## src/kmr_pkg.sv

```systemverilog
package kmr_pkg;

  localparam int KEY_W    = 16;
  localparam int CMD_W    = 3;
  localparam int SLOT_W   = 4;
  localparam int POS_W    = 8;
  localparam int STATUS_W = 4;
  localparam int CFG_ADDR_W = 1;

  // Alt-digit decode: one digit per 256 codes, digit = (group + 1) mod 10
  localparam int ALT_STEP_SHIFT = 8;
  localparam int DIGIT_COUNT    = 10;
  localparam int DIV10_MUL      = 205;
  localparam int DIV10_SHIFT    = 11;

  localparam logic [KEY_W-1:0] ALT_FIRST_RESET = 16'h7800;
  localparam logic [KEY_W-1:0] ALT_LAST_RESET  = 16'h8100;

  typedef enum logic [CMD_W-1:0] {
    CMD_KEY   = 3'd0,
    CMD_PULL  = 3'd1,
    CMD_REC   = 3'd2,
    CMD_FLUSH = 3'd3,
    CMD_PEEK  = 3'd4
  } cmd_t;

  typedef enum logic [STATUS_W-1:0] {
    ST_OK       = 4'd0,
    ST_BUSY     = 4'd1,
    ST_REC_DONE = 4'd2,
    ST_PLAY     = 4'd3,
    ST_EMPTY    = 4'd4,
    ST_WRONG    = 4'd5,
    ST_OVERFLOW = 4'd6,
    ST_REFUSED  = 4'd7,
    ST_NOTHING  = 4'd8
  } status_t;

  typedef enum logic [CFG_ADDR_W-1:0] {
    REG_ALT_FIRST = 1'd0,
    REG_ALT_LAST  = 1'd1
  } cfg_reg_t;

  typedef enum logic [1:0] {
    S_IDLE,
    S_EXEC,
    S_READ
  } state_t;

  // controller -> datapath
  typedef struct packed {
    logic load_item;
    logic rd_en;
    logic commit;
  } ctrl_cmd_t;

  // datapath -> controller
  typedef struct packed {
    logic needs_read;
    logic out_free;
  } dp_stat_t;

endpackage

```

## src/kmr_ctrl.sv

```systemverilog
module kmr_ctrl
  import kmr_pkg::*;
  (
    input  logic      clk,
    input  logic      rst_n,
    input  logic      in_tvalid,
    output logic      in_tready,
    input  dp_stat_t  stat,
    output ctrl_cmd_t cmd
  );

  state_t state_r, state_nxt;

  always_ff @(posedge clk) begin
    if (!rst_n) begin
      state_r <= S_IDLE;
    end else begin
      state_r <= state_nxt;
    end
  end

  always_comb begin
    state_nxt     = state_r;
    in_tready     = 1'b0;
    cmd.load_item = 1'b0;
    cmd.rd_en     = 1'b0;
    cmd.commit    = 1'b0;
    unique case (state_r)
      S_IDLE: begin
        // refuse items while reset is held
        in_tready = rst_n;
        if (rst_n && in_tvalid) begin
          cmd.load_item = 1'b1;
          state_nxt     = S_EXEC;
        end
      end
      S_EXEC: begin
        if (stat.needs_read) begin
          // fetch the playback key, finish in S_READ
          cmd.rd_en = 1'b1;
          state_nxt = S_READ;
        end else if (stat.out_free) begin
          cmd.commit = 1'b1;
          state_nxt  = S_IDLE;
        end
      end
      S_READ: begin
        if (stat.out_free) begin
          cmd.commit = 1'b1;
          state_nxt  = S_IDLE;
        end
      end
      default: begin
        state_nxt = S_IDLE;
      end
    endcase
  end

endmodule

```

## config.mk

```make
export PLATFORM = sky130hd
export DESIGN_NAME = kmr_ctrl
export DESIGN_NICKNAME = d
export VERILOG_FILES = /design/src/kmr_pkg.sv /design/src/kmr_ctrl.sv
export SDC_FILE = /design/constraint.sdc
export NUM_CORES = 1
export LEC_CHECK = 0
export ABC_AREA = 1
export BUFFER_PORTS_ARGS = -buffer_cell sky130_fd_sc_hd__buf_2
export CORE_AREA = 5 5 42 44
export DETAILED_ROUTE_END_ITERATION = 6
export DIE_AREA = 0 0 47 49
export REMOVE_ABC_BUFFERS = 1
export SETUP_SLACK_MARGIN = 0.02
export SYNTH_ARGS = -nofsm -noshare
export SYNTH_HDL_FRONTEND = slang
export SYNTH_SLANG_ARGS = --single-unit
```

## constraint.sdc

```tcl
create_clock -name clk -period 1.5 [get_ports clk]
set_clock_uncertainty 0.05 [all_clocks]
set_input_delay 0.15 -clock clk [delete_from_list [all_inputs] [get_ports clk]]
set_output_delay 0.15 -clock clk [all_outputs]
set_load 0.02 [all_outputs]
```

==> impl_metrics.ini <==
[die]
chipHeight_um = 49
fp.coreArea_um2 = 1401
die_width_um = 47
initial_core_utilization_pct = 16.88
die_area_um2 = 2303
ios = 9
row_count = 14

[clock_tree]
cts_resizes = 2
postCtsSetupRepairBufs = 0
cts_htree_levels = 1
clkLatencyLatePin_ns = 0.22
cts.clk_slew.worst_paths_ns = 0.03
max-clock-path-buffers = 2
numCtsBuffers = 3
cts_sinks = 2
root_buffer = sky130_fd_sc_hd__clkbuf_4
cts_tree = yes
cts_hold_repair.buffers = 0

[logic_synthesis]
synth_area_um2 = 236.5
synth-edff-count = 0
synth_top_flop_cell = sky130_fd_sc_hd__dfxtp_1
synth_seq_area_share_pct = 16.93
synth.area.top_cells = sky130_fd_sc_hd__ha_1 (21%), sky130_fd_sc_hd__dfxtp_1 (17%), sky130_fd_sc_hd__inv_1 (16%)
postSynthAreaPerCell_um2 = 6.223
ys_ff_latch = 2
number_of_standard_cells_after_synthesis = 38
synth.lib_cells_used.distinct = 11
postSynth.asyncResetShare_pct = 0
yosys_warnings = 0
post-synth-top-area-fraction_pct = 21.16
synthDominantAreaCellType = sky130_fd_sc_hd__ha_1
ys_top_cells_by_count = sky130_fd_sc_hd__inv_1 (10), sky130_fd_sc_hd__nand2_1 (10), sky130_fd_sc_hd__ha_1 (4), sky130_fd_sc_hd__nand2_2 (3), sky130_fd_sc_hd__nor2_1 (3)

[placed_design]
place.gp.congestion = 0.7631
portBuffers = 8
dpl-instance-area_um2 = 296.5
hpwl_um = 419.9
pre_cts_ws_ns = 0.2359

[timing]
finalHoldViolCount = 0
min_period_ns = 1.387
final_critical_path_setup_slack_ns = 0.1131
fin_tns_setup_ns = 0
finalSetupViolations = 0
grt_setup_unrepaired = false
final.period_utilization_pct = 92.46
drv_slew = 0
pin_slew_with_the_least_headroom_to_its_limit_ns = 0.1475
slew_headroom_pct = 90.10
maxClockFrequency_mhz = 721.0

[detailed_routing]
detail_route.vias_per_cell = 3.631
post_drt_wl_per_cell_um = 7.215
detail_route.drc_violations = 0
detailedRoute.firstIterationViolations = 1
num_vias = 236
drt-total-wl_um = 469
antenna_violating_nets_left = 0
dr.pass1.iters = 2

[pwr]
clkPwrFrac_pct = 43.0
seq_power_share_pct = 23.9
internal_power_uw = 180.0
total_leakage_power_nw = 0.1851
comb_power_share_pct = 33.1
vdd_ir_drop_max_v = 0.0001932
post-layout-total-power_uw = 269.1
power.switching_fraction_pct = 33.12
cellPowerDensity_nw_per_um2 = 811.7
total_switching_power_uw = 89.15

[cells_and_area]
utilization_pct = 23.66
area.growth.synth_to_final_pct = 40.21
largest_register_ffs = 2
register_area_um2 = 45.04
footprint_of_the_multi_input_gates_um2 = 160.2
reg_top3 = state_r (2)
layout.filler_cells = 171
final_area_um2 = 331.6
drive_above_1_share_pct = 48.98
regMostFlops = state_r
fin_nets = 60
num_antenna_cells = 0

[critical_path]
path_class = reg2out
critical_path_arrival_ns = 1.19
critical-path-slowest-cell = sky130_fd_sc_hd__dfxtp_4
critical_path.max_fanout = 4
path_cells = inv_2 > ha_1 > inv_1 > nand2_2 > nand2_1 > nor2_1 > buf_4
peak_per_stage_delay_on_the_critical_path_ns = 0.35
category_of_the_worst_setup_path_launch_point = flip-flop
sort_of_element_at_the_end_of_the_critical_path = primary output
cp_data_required_time_ns = 1.30

[flow_run]
cap_violations = 0

[outcome]
result_of_the_run = finished clean

[min_path]
worstHoldPathType = in2reg

[global_route]
wire_length_of_the_first_global_routing_pass_um = 738
initial_antenna_violation_count = 0
grt_start_max_net_pins = 5
track_usage_pct = 4.852
grt.overflow.total = 0
via_count_of_the_first_global_routing_pass = 208
[routing by layer]
layer,vias to the layer above,global-route usage [%],routed length (um)
met2,7,6.561,220
met1,97,5.470,189
met5,-,0,0
met3,0,1.107,60
li1,132,-,-
met4,0,5.530,0
[worst max-delay path, delay by kind of cell (launching register included)]
family / cells / cell delay (ns)
simple gates: 3 / 0.16
flops: 1 / 0.35
fa+ha+maj: 1 / 0.18
buf+inv: 3 / 0.27
[worst paths after layout]
check                           from                       to  slack [ns]  cells past startpoint
max          state_r[0]$_SDFFE_PN0P_                   cmd[0]        0.11                      7
min                            rst_n  state_r[0]$_SDFFE_PN0P_        0.17                      3
max reg2reg  state_r[0]$_SDFFE_PN0P_  state_r[0]$_SDFFE_PN0P_        0.37                      8
min reg2reg  state_r[1]$_SDFFE_PN0P_  state_r[1]$_SDFFE_PN0P_        0.46                      2
[cells in the final DEF (no fill, tap or decap), drive strengths merged]
master / n
inv: 11
dfxtp: 2
a21oi: 2
ha: 4
clkbuf: 3
nand2: 13
nand3: 2
o21ai: 1
nor2: 3
buf: 8
[kinds of logic (layout without fill, tap and decap cells)]
logic type	after synthesis	after routing	share of synthesized area, %
compound gates	3	3	9.523
fa+ha+maj	4	4	21.16
buf+inv	11	22	17.46
flops	2	2	16.93
simple gates	18	18	34.92
[per-stage QoR]
stage / std cells / hold WS [ns]
global route: 65 / 0.1871
global placement: 62 / 0.4035
floorplan: 38 / 0.2554
finish: 65 / 0.1711
CTS: 65 / 0.1608
detailed placement: 62 / 0.4085
[area by class of cell]
| type | count | share of cell area (%) |
|---|---|---|
| sequential | 2 | 13.58 |
| tap | 16 | 6.038 |
| multi-input combinational | 25 | 48.30 |
| clock buffer | 3 | 6.792 |
| timing repair buffer | 8 | 12.83 |
| inverter | 11 | 12.45 |
[power by group through the flow]
| stage | clock network, mW | registers (mW) | logic, mW |
|---|---|---|---|
| after floorplan | 0 | 0.0621 | 0.0650 |
| after global placement | 0 | 0.0625 | 0.0872 |
| after detailed placement | 0 | 0.0632 | 0.0884 |
| after CTS | 0.127 | 0.0634 | 0.0888 |
| after global routing | 0.129 | 0.0649 | 0.103 |
| final | 0.116 | 0.0642 | 0.0891 |
Power figures use the tool's default switching activity.
